`src/first_fit_region_allocator_top_macros.svh`:
```
// Assertion macros for the first-fit region allocator.
// Used by the top level only; depends on nothing.
`ifndef FIRST_FIT_REGION_ALLOCATOR_TOP_MACROS_SVH
`define FIRST_FIT_REGION_ALLOCATOR_TOP_MACROS_SVH

// The consequent holds in the same cycle as the antecedent.
`define FFRA_ASSERT_NOW(label, clk, rst, ante, cons, msg) \
   label: assert property (@(posedge clk) disable iff (rst) (ante) |-> (cons)) \
      else $error(msg);

// The consequent holds in the cycle after the antecedent.
`define FFRA_ASSERT_NEXT(label, clk, rst, ante, cons, msg) \
   label: assert property (@(posedge clk) disable iff (rst) (ante) |=> (cons)) \
      else $error(msg);

`endif

```
`src/ffra_pkg.sv`:
```
// Shared types and constants of the first-fit region allocator.
// Used by the controller, the datapath and the top level; depends on nothing.
package ffra_pkg;

   localparam int unsigned MAX_ENTRIES_DEFAULT = 16;
   localparam logic [31:0] REGION_RESET        = 32'd1048576;
   localparam int unsigned REQ_DATA_W          = 64;
   localparam int unsigned RSP_DATA_W          = 232;

   typedef enum logic [1:0] {
      MODE_ALLOC   = 2'd0,
      MODE_FREE    = 2'd1,
      MODE_REALLOC = 2'd2,
      MODE_RESOLVE = 2'd3
   } mode_type;

   typedef enum logic [2:0] {
      ST_OK         = 3'd0,
      ST_BAD_SIZE   = 3'd1,
      ST_NO_MEM     = 3'd2,
      ST_BAD_HANDLE = 3'd3,
      ST_TABLE_FULL = 3'd4
   } status_type;

   typedef enum logic [1:0] {
      KIND_FINAL,
      KIND_PACK,
      KIND_RELOC
   } kind_type;

   typedef enum logic [3:0] {
      S_IDLE,
      S_DECODE,
      S_FIND,
      S_RESIZE,
      S_BOUND,
      S_HOLE,
      S_PACK,
      S_RELOC,
      S_REMOVE,
      S_INSERT,
      S_FINAL
   } state_type;

   typedef struct packed {
      logic       load;
      logic       ptr_clr;
      logic       ptr_inc;
      logic       ptr_idx;
      logic       ptr_after_idx;
      logic       take_idx;
      logic       oout_rd;
      logic       oout_idx;
      logic       set_st;
      status_type st;
      logic       sub_used;
      logic       resize;
      logic       commit_alloc;
      logic       commit_realloc;
      logic       cur_clr;
      logic       cur_hole;
      logic       cur_pack;
      logic       where_cur;
      logic       where_base;
      logic       pack_wr;
      logic       remove;
      logic       insert;
      logic       out_load;
      kind_type   kind;
   } dp_cmd_type;

   typedef struct packed {
      mode_type mode;
      logic     ptr_end;
      logic     id_hit;
      logic     size_zero;
      logic     size_gt_free;
      logic     full;
      logic     shrink;
      logic     room_ok;
      logic     hole_fit;
      logic     tail_fit;
      logic     off_differs;
      logic     ins_here;
      logic     out_free;
   } dp_sts_type;

endpackage

```
`src/ffra_ctrl.sv`:
```
// Controller state machine of the first-fit region allocator.
// Depends on ffra_pkg; drives the datapath ffra_dp through command signals.
module ffra_ctrl
   import ffra_pkg::*;
(
   input  logic       clock,
   input  logic       reset,
   input  logic       req_tvalid,
   output logic       req_tready,
   input  dp_sts_type sts,
   output dp_cmd_type cmd
);

   state_type state_ff, state_in;

   always_ff @(posedge clock) begin
      if (reset) begin
         state_ff <= S_IDLE;
      end else begin
         state_ff <= state_in;
      end
   end

   always_comb begin
      state_in   = state_ff;
      cmd        = '0;
      cmd.st     = ST_OK;
      cmd.kind   = KIND_FINAL;
      req_tready = 1'b0;
      case (state_ff)
         S_IDLE: begin
            req_tready = 1'b1;
            if (req_tvalid) begin
               cmd.load = 1'b1;
               state_in = S_DECODE;
            end
         end
         S_DECODE: begin
            case (sts.mode)
               MODE_ALLOC: begin
                  cmd.set_st = 1'b1;
                  state_in   = S_FINAL;
                  if (sts.size_zero) begin
                     cmd.st = ST_BAD_SIZE;
                  end else if (sts.size_gt_free) begin
                     cmd.st = ST_NO_MEM;
                  end else if (sts.full) begin
                     cmd.st = ST_TABLE_FULL;
                  end else begin
                     cmd.set_st       = 1'b0;
                     cmd.commit_alloc = 1'b1;
                     cmd.ptr_clr      = 1'b1;
                     cmd.cur_clr      = 1'b1;
                     state_in         = S_HOLE;
                  end
               end
               MODE_REALLOC: begin
                  if (sts.size_zero) begin
                     cmd.set_st = 1'b1;
                     cmd.st     = ST_BAD_SIZE;
                     state_in   = S_FINAL;
                  end else begin
                     state_in = S_FIND;
                  end
               end
               default: begin
                  state_in = S_FIND;
               end
            endcase
         end
         S_FIND: begin
            if (sts.ptr_end) begin
               cmd.set_st = 1'b1;
               cmd.st     = ST_BAD_HANDLE;
               state_in   = S_FINAL;
            end else if (sts.id_hit) begin
               cmd.take_idx = 1'b1;
               case (sts.mode)
                  MODE_RESOLVE: begin
                     cmd.oout_rd = 1'b1;
                     state_in    = S_FINAL;
                  end
                  MODE_FREE: begin
                     cmd.oout_rd  = 1'b1;
                     cmd.sub_used = 1'b1;
                     state_in     = S_REMOVE;
                  end
                  default: begin
                     state_in = S_RESIZE;
                  end
               endcase
            end else begin
               cmd.ptr_inc = 1'b1;
            end
         end
         S_RESIZE: begin
            if (sts.shrink) begin
               cmd.resize   = 1'b1;
               cmd.oout_idx = 1'b1;
               state_in     = S_FINAL;
            end else begin
               cmd.ptr_after_idx = 1'b1;
               state_in          = S_BOUND;
            end
         end
         S_BOUND: begin
            if (sts.room_ok) begin
               cmd.resize   = 1'b1;
               cmd.oout_idx = 1'b1;
               state_in     = S_FINAL;
            end else if (sts.size_gt_free) begin
               cmd.set_st = 1'b1;
               cmd.st     = ST_NO_MEM;
               state_in   = S_FINAL;
            end else begin
               cmd.commit_realloc = 1'b1;
               cmd.ptr_clr        = 1'b1;
               cmd.cur_clr        = 1'b1;
               state_in           = S_HOLE;
            end
         end
         S_HOLE: begin
            if ((!sts.ptr_end && sts.hole_fit) || (sts.ptr_end && sts.tail_fit)) begin
               cmd.where_cur = 1'b1;
               if (sts.mode == MODE_ALLOC) begin
                  cmd.ptr_clr = 1'b1;
                  state_in    = S_INSERT;
               end else begin
                  cmd.ptr_idx = 1'b1;
                  state_in    = S_RELOC;
               end
            end else if (!sts.ptr_end) begin
               cmd.cur_hole = 1'b1;
               cmd.ptr_inc  = 1'b1;
            end else begin
               cmd.ptr_clr = 1'b1;
               cmd.cur_clr = 1'b1;
               state_in    = S_PACK;
            end
         end
         S_PACK: begin
            if (sts.ptr_end) begin
               cmd.where_base = 1'b1;
               if (sts.mode == MODE_ALLOC) begin
                  cmd.ptr_clr = 1'b1;
                  state_in    = S_INSERT;
               end else begin
                  cmd.ptr_idx = 1'b1;
                  state_in    = S_RELOC;
               end
            end else if (!sts.off_differs) begin
               cmd.cur_pack = 1'b1;
               cmd.ptr_inc  = 1'b1;
            end else if (sts.out_free) begin
               cmd.out_load = 1'b1;
               cmd.kind     = KIND_PACK;
               cmd.pack_wr  = 1'b1;
               cmd.cur_pack = 1'b1;
               cmd.ptr_inc  = 1'b1;
            end
         end
         S_RELOC: begin
            if (sts.out_free) begin
               cmd.out_load = 1'b1;
               cmd.kind     = KIND_RELOC;
               state_in     = S_REMOVE;
            end
         end
         S_REMOVE: begin
            cmd.remove  = 1'b1;
            cmd.ptr_clr = 1'b1;
            if (sts.mode == MODE_FREE) begin
               state_in = S_FINAL;
            end else begin
               state_in = S_INSERT;
            end
         end
         S_INSERT: begin
            if (sts.ins_here) begin
               cmd.insert = 1'b1;
               state_in   = S_FINAL;
            end else begin
               cmd.ptr_inc = 1'b1;
            end
         end
         S_FINAL: begin
            if (sts.out_free) begin
               cmd.out_load = 1'b1;
               cmd.kind     = KIND_FINAL;
               state_in     = S_IDLE;
            end
         end
         default: begin
            state_in = S_IDLE;
         end
      endcase
   end

endmodule

```
`config.mk`:
```
export PLATFORM = sky130hd
export DESIGN_NAME = ffra_ctrl
export DESIGN_NICKNAME = d
export VERILOG_FILES = /design/src/first_fit_region_allocator_top_macros.svh /design/src/ffra_pkg.sv /design/src/ffra_ctrl.sv
export SDC_FILE = /design/constraint.sdc
export NUM_CORES = 1
export LEC_CHECK = 0
export ABC_AREA = 1
export BUFFER_PORTS_ARGS = -buffer_cell sky130_fd_sc_hd__buf_2
export CAP_MARGIN = 30
export CORE_MARGIN = 1
export CORE_UTILIZATION = 35
export DETAILED_ROUTE_END_ITERATION = 10
export MAX_ROUTING_LAYER = met4
export PLACE_DENSITY = 0.65
export SETUP_SLACK_MARGIN = 0.4
export SKIP_CTS_REPAIR_TIMING = 1
export SLEW_MARGIN = 15
export SYNTH_ARGS = -nofsm -noshare
export SYNTH_HDL_FRONTEND = slang
export SYNTH_SLANG_ARGS = --single-unit
export TNS_END_PERCENT = 30
```
`constraint.sdc`:
```
create_clock -name clock -period 4.7 [get_ports clock]
set_input_delay 1.175 -clock clock [delete_from_list [all_inputs] [get_ports clock]]
set_output_delay 1.175 -clock clock [all_outputs]
set_load 0.005 [all_outputs]
```
==> metrics.md, run 1 <==
| Metric | Value |
|---|---|
| Largest delay share family, worst path | `simple AND/OR/NAND/NOR gates` |
| Initial core utilization | `0.375` |
| CP Class | `in2out` |
| R2R Setup Slk | `3.23 ns` |
| WP data arrival | `2.31 ns` |
| Cell Area, Synth | `838 sq um` |
| Worst-Margin Slew | `0.361 ns` |
| Pre-CTS setup slack | `1.24 ns` |
| Fill cells | `239` |
| CP Cell Sequence | `buf_2, nor2_1, nand3_1, nor2_4, nor2_1, o21a_1, nand3_1, buf_2` |
| Core Util, Final | `0.496` |
| Sink Count | `4` |
| Crit end category | `output port` |
| Via Count | `1160` |
| Tot Pwr | `427 uW` |
| Hpwl dp | `2.08 mm` |
| RR Startpoint | `state_ff[0]` |
| Initial antenna violation count | `0` |
| DR iter-0 viols | `31` |
| Share of cells above drive strength 1 | `0.321` |
| I/O pin count | `45` |
| Post-DR wirelength/cell | `10.1 um` |
| Placed Area | `1090 sq um` |
| Total Routed Length | `2.45 mm` |
| Syn. warnings | `0` |
| Worst hold endpoint | `state_ff[1]` |
| Critical Path RT | `3.52 ns` |
| Hold depth | `2` |
| Ant. Diodes | `0` |
| Largest net degree at the start of global routing | `10` |
| LEAKAGE | `0.000713 uW` |
| Design area | `1110 sq um` |
| Final Setup Violations | `0` |
| Clock buffer depth | `2` |
| Row cnt | `17` |
| Max Cap Viol | `0` |
| Die Height | `50.9 um` |
| Tot GR Track Use | `0.202` |
| Syn Area/Cell | `4.96 sq um` |
| Total CTS buffers | `3` |
| Vias/cell | `4.77` |
| Top reg by flops | `state_ff` |
| Fin crit share | `0.742` |
| Number of I/O port buffers | `44` |
| RSZ-0062 raised after global routing | `no` |
| Setup ws final | `1.21 ns` |
| Slew Limit Fails | `0` |
| Root Buffer | `clkbuf_4` |
| FF-to-FF End | `state_ff[0]` |
| #FFs+latches synth | `4` |
| Met3 Track Usage GR | `0.0268` |
| Setup TNS | `0 ns` |
| M2 GR Usage | `0.344` |
| Max reg flops | `4` |
| Cells after synthesis | `169` |
| Crit Path Max Fanout | `5` |
| Unique masters post-synth | `19` |
| Post-synthesis sequential area ratio | `0.0955` |
| DR DRC count | `0` |
| GPL Wtd Cong | `0.932` |
| Outcome | `finished clean` |
| Worst R2R Path Depth | `8` |
| Biggest regs | `state_ff (4)` |
| # nets final | `234` |
| Delay of the slowest cell on the worst path | `0.31 ns` |
| Die area | `2590 sq um` |
| P&R area growth vs syn | `32.2%` |
| Final Critical Period | `3.49 ns` |
| Core footprint | `2230 sq um` |
| CP max-delay cell | `nor2_1` |
| First-pass GRT wire length | `4.01 mm` |
| Power per Cell Area | `385 nW/um^2` |
| # H-tree levels | `1` |
| Gr ovfl total | `0` |
| WP buf/inv | `2` |
| Antenna-violating nets left | `0` |
| F_max | `287 MHz` |
| VDD IR max | `0.000175 V` |
| Chip width | `50.9 um` |
| GRT met1 Usage | `0.258` |
| Layout Skew | `0.00494 ns` |
| Most used routing layer | `met2` |
| Fin. Hold Viols | `0` |
| Vias in the first global route | `967` |
| Mapped Nets | `186` |
| Worst-Skew Late Latency | `0.24 ns` |
| Worst hold path startpoint | `state_ff[1]` |
| Relative slew slack | `0.758` |
| Hold WC Path Type | `reg2reg` |
| CTS tree | `done` |
| Critical Path Start Type | `input port` |
| Clock transition at path regs | `0.04 ns` |
| DR pass1 iterations | `4` |
[cell families after synthesis]
family,after synthesis,share of synthesized area
compound gates,14,0.0955
flops,4,0.0955
simple gates,122,0.675
buf+inv,29,0.134
[routing by layer]
metal  wire length (um)  up-vias
met4                 14        0
met2               1120       50
met1               1160      491
met3                163        3
li1                   -      616
met5                  0        -
[tightest hold or removal path, stage by stage (launching register included)]
cell     delay (ns)
dfxtp_1        0.36
nand2_1        0.09
a21oi_1        0.05
[metrics by stage]
step	hold WS [ns]	std cells
after global placement	0.547	240
after detailed placement	0.556	240
after global routing	0.597	243
after CTS	0.558	243
after floorplan	0.519	169
final	0.554	243
[cells in the mapped netlist]
library cell	instances	area, sq um
inv_1	23	86.3
nor2_2	5	31.3
inv_2	4	15.0
nand3_1	16	80.1
nand2_2	6	37.5
clkinv_1	1	3.75
nand2_1	52	195
nor2_1	32	120
a22oi_1	1	7.51
o21a_1	1	7.51
nor3_1	3	15.0
nand3b_1	1	7.51
buf_4	1	7.51
dfxtp_1	4	80.1
a21oi_1	7	35.0
nor2_4	7	78.8
a31oi_1	1	6.26
o21ai_0	3	15.0
o32ai_1	1	8.76
[where the power goes]
part	switching, uW	internal [uW]
Clock	14.6	28.6
Combinational	198	111
Sequential	26.7	47.2
[how the worst max path moves through the flow]
| stage | start | endpoint | slack, ns | cells past startpoint |
|---|---|---|---|---|
| after floorplan | sts[13] | cmd[25] | 1.61 | 6 |
| after global placement | sts[13] | cmd[25] | 1.29 | 8 |
| after detailed placement | sts[13] | cmd[25] | 1.24 | 8 |
| after CTS | sts[13] | cmd[25] | 1.24 | 8 |
| after global routing | sts[11] | cmd[23] | 1.12 | 8 |
| final | sts[13] | cmd[25] | 1.21 | 8 |
[area by class of cell]
cell class | instances | area, sq um | area share
Multi-Input combinational cell | 136 | 646 | 0.582
Timing Repair Buffer | 44 | 220 | 0.199
Inverter | 28 | 105 | 0.0948
Sequential cell | 4 | 80.1 | 0.0722
Tap cell | 28 | 35.0 | 0.0316
Clock buffer | 3 | 22.5 | 0.0203
[placed cells by master (no fill, tap or decap), types with 5 or more instances in the layout]
| cell | netlist | final |
|---|---|---|
| buf_2 | 0 | 44 |
| nand3_1 | 16 | 16 |
| nand2_2 | 6 | 6 |
| nor2_4 | 7 | 7 |
| nand2_1 | 52 | 52 |
| a21oi_1 | 7 | 7 |
| nor2_1 | 32 | 32 |
| nor2_2 | 5 | 5 |
| inv_1 | 23 | 23 |
(Power assumes the default switching activity.)
==> run 2, diff against run 1 <==
PLACE_DENSITY = 0.68   (was 0.65)
clock period = 3.1 ns   (was 4.7 ns; I/O delays follow)
==> metrics.md, run 2 (synthesized netlist as in run 1, its figures left out) <==
| Metric | Value |
|---|---|
| Outcome | `finished clean` |
| WP data arrival | `1.81 ns` |
| Delay of the slowest cell on the worst path | `0.23 ns` |
| Die area | `2590 sq um` |
| P&R area growth vs syn | `33.0%` |
| Ant. Diodes | `0` |
| First-pass GRT wire length | `3.98 mm` |
| F_max | `387 MHz` |
| CP max-delay cell | `nor2_2` |
| DR DRC count | `0` |
| Total Routed Length | `2.36 mm` |
| Post-DR wirelength/cell | `9.69 um` |
| Max Cap Viol | `0` |
| Worst-Margin Slew | `0.312 ns` |
| CTS tree | `done` |
| GPL Wtd Cong | `0.939` |
| Relative slew slack | `0.791` |
| Layout Skew | `0.00240 ns` |
| Commonest non-fill, non-tap cell in the layout | `nand2_1` |
| # H-tree levels | `1` |
| Slew Limit Fails | `0` |
| Initial antenna violation count | `0` |
| Crit Path Max Fanout | `5` |
| Most frequent cells in the layout | `nand2_1 (52), buf_2 (44), nor2_1 (31), inv_1 (23), nand3_1 (16)` |
| LEAKAGE | `0.000711 uW` |
| Tot GR Track Use | `0.199` |
| DR pass1 iterations | `4` |
| Chip width | `50.9 um` |
| Core footprint | `2230 sq um` |
| Max reg flops | `4` |
| DR iter-0 viols | `40` |
| Vias/cell | `4.70` |
| Placed Area | `1090 sq um` |
| Crit end category | `output port` |
| Root Buffer | `clkbuf_4` |
| Fin crit share | `0.833` |
| Largest net degree at the start of global routing | `10` |
| Fin. Hold Viols | `0` |
| Sink Count | `4` |
| Initial core utilization | `0.375` |
| Final Setup Violations | `0` |
| Gr ovfl total | `0` |
| CP Cell Sequence | `buf_2, nor2_2, nand3_1, nor2_4, nor2_1, o21a_1, nand3_1, buf_2` |
| Final Critical Period | `2.58 ns` |
| Clock transition at path regs | `0.03 ns` |
| I/O pin count | `45` |
| Via Count | `1142` |
| Row cnt | `17` |
| Worst-Skew Late Latency | `0.23 ns` |
| Setup TNS | `0 ns` |
| # nets final | `234` |
| Clock buffer depth | `2` |
| RSZ-0062 raised after global routing | `no` |
| Total CTS buffers | `3` |
| Power per Cell Area | `571 nW/um^2` |
| # placed instances | `240` |
| Top reg by flops | `state_ff` |
| Die Height | `50.9 um` |
| Biggest regs | `state_ff (4)` |
| Share of cells above drive strength 1 | `0.330` |
| Design area | `1110 sq um` |
| CP Class | `in2out` |
| Post-Layout Cell Count | `243` |
| Critical Path RT | `2.32 ns` |
| Antenna-violating nets left | `0` |
| Number of I/O port buffers | `44` |
| Vias in the first global route | `956` |
| VDD IR max | `0.000358 V` |
| Hpwl dp | `1.99 mm` |
| Critical Path Start Type | `input port` |
| Hold WC Path Type | `reg2reg` |
-- run 2: where the power goes --
group          total (uW)  internal, uW  switching (uW)
Combinational         462           169             293
Sequential            111          71.7            39.5
Clock                63.8          43.2            20.5
Total                 637           284             353
-- run 2: cell type report --
| cell class | instances | area (sq um) |
|---|---|---|
| multi-input combinational | 136 | 648 |
| clock buffer | 3 | 22.5 |
| fill | 275 | 1120 |
| sequential | 4 | 80.1 |
| timing repair buffer | 44 | 220 |
| tap | 28 | 35.0 |
| inverter | 28 | 109 |
-- run 2: path summary, 6_finish.rpt --
| kind | from | to | slack [ns] | cells past startpoint |
|---|---|---|---|---|
| setup reg to reg | state_ff[0] | state_ff[2] | 1.63 | 8 |
| hold / removal | state_ff[1] | state_ff[1] | 0.56 | 2 |
| hold reg to reg | state_ff[1] | state_ff[1] | 0.56 | 2 |
| setup / recovery | sts[13] | cmd[25] | 0.52 | 8 |
-- run 2: per-stage QoR --
step | power, uW | worst slack (ns) | util | hold slack, ns
detailed placement | 576 | 0.415 | 0.486 | 0.554
global route | 708 | 0.416 | 0.499 | 0.606
floorplan | 440 | 0.809 | - | 0.519
global placement | 578 | 0.461 | 0.486 | 0.550
finish | 637 | 0.518 | 0.499 | 0.559
CTS | 644 | 0.413 | 0.496 | 0.557
-- run 2: routing by layer --
layer  vias up  wire (um)  global-route usage
met4         0          0                   0
met2        48       1050               0.346
met1       478       1100               0.256
met3         0        200              0.0298
li1        616          -                   -
met5         -          0                   -
-- run 2: worst max-delay path: cells and delay by family --
kind                   cells  cell delay (ns)
and+or+nand+nor            5             0.69
buffers and inverters      2             0.23
AOI/OAI and AO/OA          1             0.12
==> run 3, diff against run 2 <==
PLACE_DENSITY = 0.65   (was 0.68)
clock period = 2.4 ns   (was 3.1 ns; I/O delays follow)
==> metrics.md, run 3 (synthesized netlist as in run 1, its figures left out) <==
| Metric | Value |
|---|---|
| Max reg flops | `4` |
| M2 GR Usage | `0.368` |
| Relative slew slack | `0.820` |
| Sequential cell area | `92.6 sq um` |
| I/O pin count | `45` |
| Combinational share of power | `0.728` |
| GPL Wtd Cong | `0.916` |
| Fin. Hold Viols | `0` |
| Initial core utilization | `0.375` |
| Crit Path Max Fanout | `3` |
| Fin crit share | `0.865` |
| VDD IR max | `0.000477 V` |
| Root Buffer | `clkbuf_4` |
| Total Routed Length | `2.71 mm` |
| Sequential Power Share | `0.177` |
| Critical Path Start Type | `input port` |
| Core Util, Final | `0.553` |
| WP data arrival | `1.48 ns` |
| # nets final | `240` |
| Fill cells | `246` |
| RR Startpoint | `state_ff[0]` |
| Vias/cell | `4.89` |
| Worst-Margin Slew | `0.270 ns` |
| Switching share of total power | `0.565` |
| Row cnt | `17` |
| Clock transition at path regs | `0.04 ns` |
| Via Count | `1217` |
| Most used routing layer | `met2` |
| Worst hold endpoint | `state_ff[1]` |
| Final Setup Violations | `0` |
| Antenna-violating nets left | `0` |
| Initial antenna violation count | `0` |
| Hold depth | `2` |
| Ant. Diodes | `0` |
| CTS tree | `done` |
| Crit end category | `output port` |
| Commonest non-fill, non-tap cell in the layout | `nand2_1` |
| Worst hold path startpoint | `state_ff[1]` |
| Pre-CTS setup slack | `0.314 ns` |
| P&R area growth vs syn | `47.3%` |
| Power per Cell Area | `737 nW/um^2` |
| Gr ovfl total | `0` |
| R2R Setup Slk | `0.99 ns` |
| Delay of the slowest cell on the worst path | `0.16 ns` |
| DR DRC count | `0` |
| Psw | `515 uW` |
| LEAKAGE | `0.000763 uW` |
| # H-tree levels | `1` |
| Most frequent cells in the layout | `nand2_1 (48), buf_2 (44), nor2_1 (29), inv_1 (22), nand3_1 (15)` |
| P_int | `396 uW` |
| CP Cell Sequence | `buf_2, nor2_1, nand3_1, nor2_4, nor2_2, o21a_1, nand3_1, buf_2` |
| Tot Pwr | `910 uW` |
| Clock network fraction of design power | `0.095` |
| CP Class | `in2out` |
| FF-to-FF End | `state_ff[0]` |
| Outcome | `finished clean` |
| Met3 Track Usage GR | `0.0268` |
| Area taken by multi-input logic gates | `704 sq um` |
| Core footprint | `2230 sq um` |
| Biggest regs | `state_ff (4)` |
| Largest net degree at the start of global routing | `9` |
| Worst-Skew Late Latency | `0.24 ns` |
| Layout Skew | `0.00176 ns` |
| Total CTS buffers | `3` |
| Critical Path RT | `1.80 ns` |
| Post-DR wirelength/cell | `10.9 um` |
| Share of cells above drive strength 1 | `0.412` |
| Die area | `2590 sq um` |
| DR pass1 iterations | `4` |
| F_max | `482 MHz` |
| Hold WC Path Type | `reg2reg` |
| DR iter-0 viols | `26` |
| GRT met1 Usage | `0.285` |
| CP max-delay cell | `nand3_1` |
| Slew Limit Fails | `0` |
| First-pass GRT wire length | `4.23 mm` |
| Setup TNS | `0 ns` |
| Tot GR Track Use | `0.217` |
| Worst R2R Path Depth | `7` |
| Number of I/O port buffers | `44` |
| Chip width | `50.9 um` |
| Top reg by flops | `state_ff` |
| Hpwl dp | `2.21 mm` |
| Clock buffer depth | `2` |
| Sink Count | `4` |
| Die Height | `50.9 um` |
| Final Critical Period | `2.08 ns` |
| Setup ws final | `0.323 ns` |
| Max Cap Viol | `0` |
| Vias in the first global route | `986` |
| RSZ-0062 raised after global routing | `yes` |
-- run 3: cell type report --
type | instances | share of cell area
well taps | 28 | 0.0284
clock buffers | 3 | 0.0182
inverters | 28 | 0.0871
repair buffers | 50 | 0.221
multi-input cells | 136 | 0.570
flip-flops and latches | 4 | 0.0750
-- run 3: metrics by stage --
step | hold WS, ns | std cells | area (sq um)
2_1_floorplan | 0.519 | 169 | 838
3_3_place_gp | 0.549 | 242 | 1100
3_5_place_dp | 0.557 | 242 | 1100
4_1_cts | 0.561 | 245 | 1120
5_1_grt | 0.546 | 249 | 1230
6_report | 0.522 | 249 | 1230
-- run 3: power by group through the flow --
stage                     clock network, uW  registers, uW  logic [uW]
after floorplan                           0            138         430
after global placement                    0            144         607
after detailed placement                  0            147         614
after CTS                              89.5            145         617
after global routing                   95.4            165         751
final                                  86.1            161         663
-- run 3: layer usage --
metal  vias to the layer above  share of wire
met3                         0          0.074
met5                         -              0
met4                         0              0
li1                        628              -
met1                       538           0.45
met2                        51           0.47
-- run 3: critical path, delay by kind of cell --
family	cells	cell delay, ns
buffers and inverters	2	0.22
AND/OR/NAND/NOR	5	0.54
AO/OA/AOI/OAI	1	0.11
-- run 3: worst max-delay path by stage --
stage | startpoint | endpoint | slack [ns] | cells after the start
3_5_place_dp | sts[13] | cmd[25] | 0.31 | 8
5_1_grt | sts[8] | cmd[25] | 0.21 | 8
2_1_floorplan | sts[13] | cmd[25] | 0.46 | 6
3_3_place_gp | sts[13] | cmd[25] | 0.34 | 8
4_1_cts | state_ff[2] | cmd[16] | 0.1 | 7
6_report | sts[8] | cmd[25] | 0.32 | 8
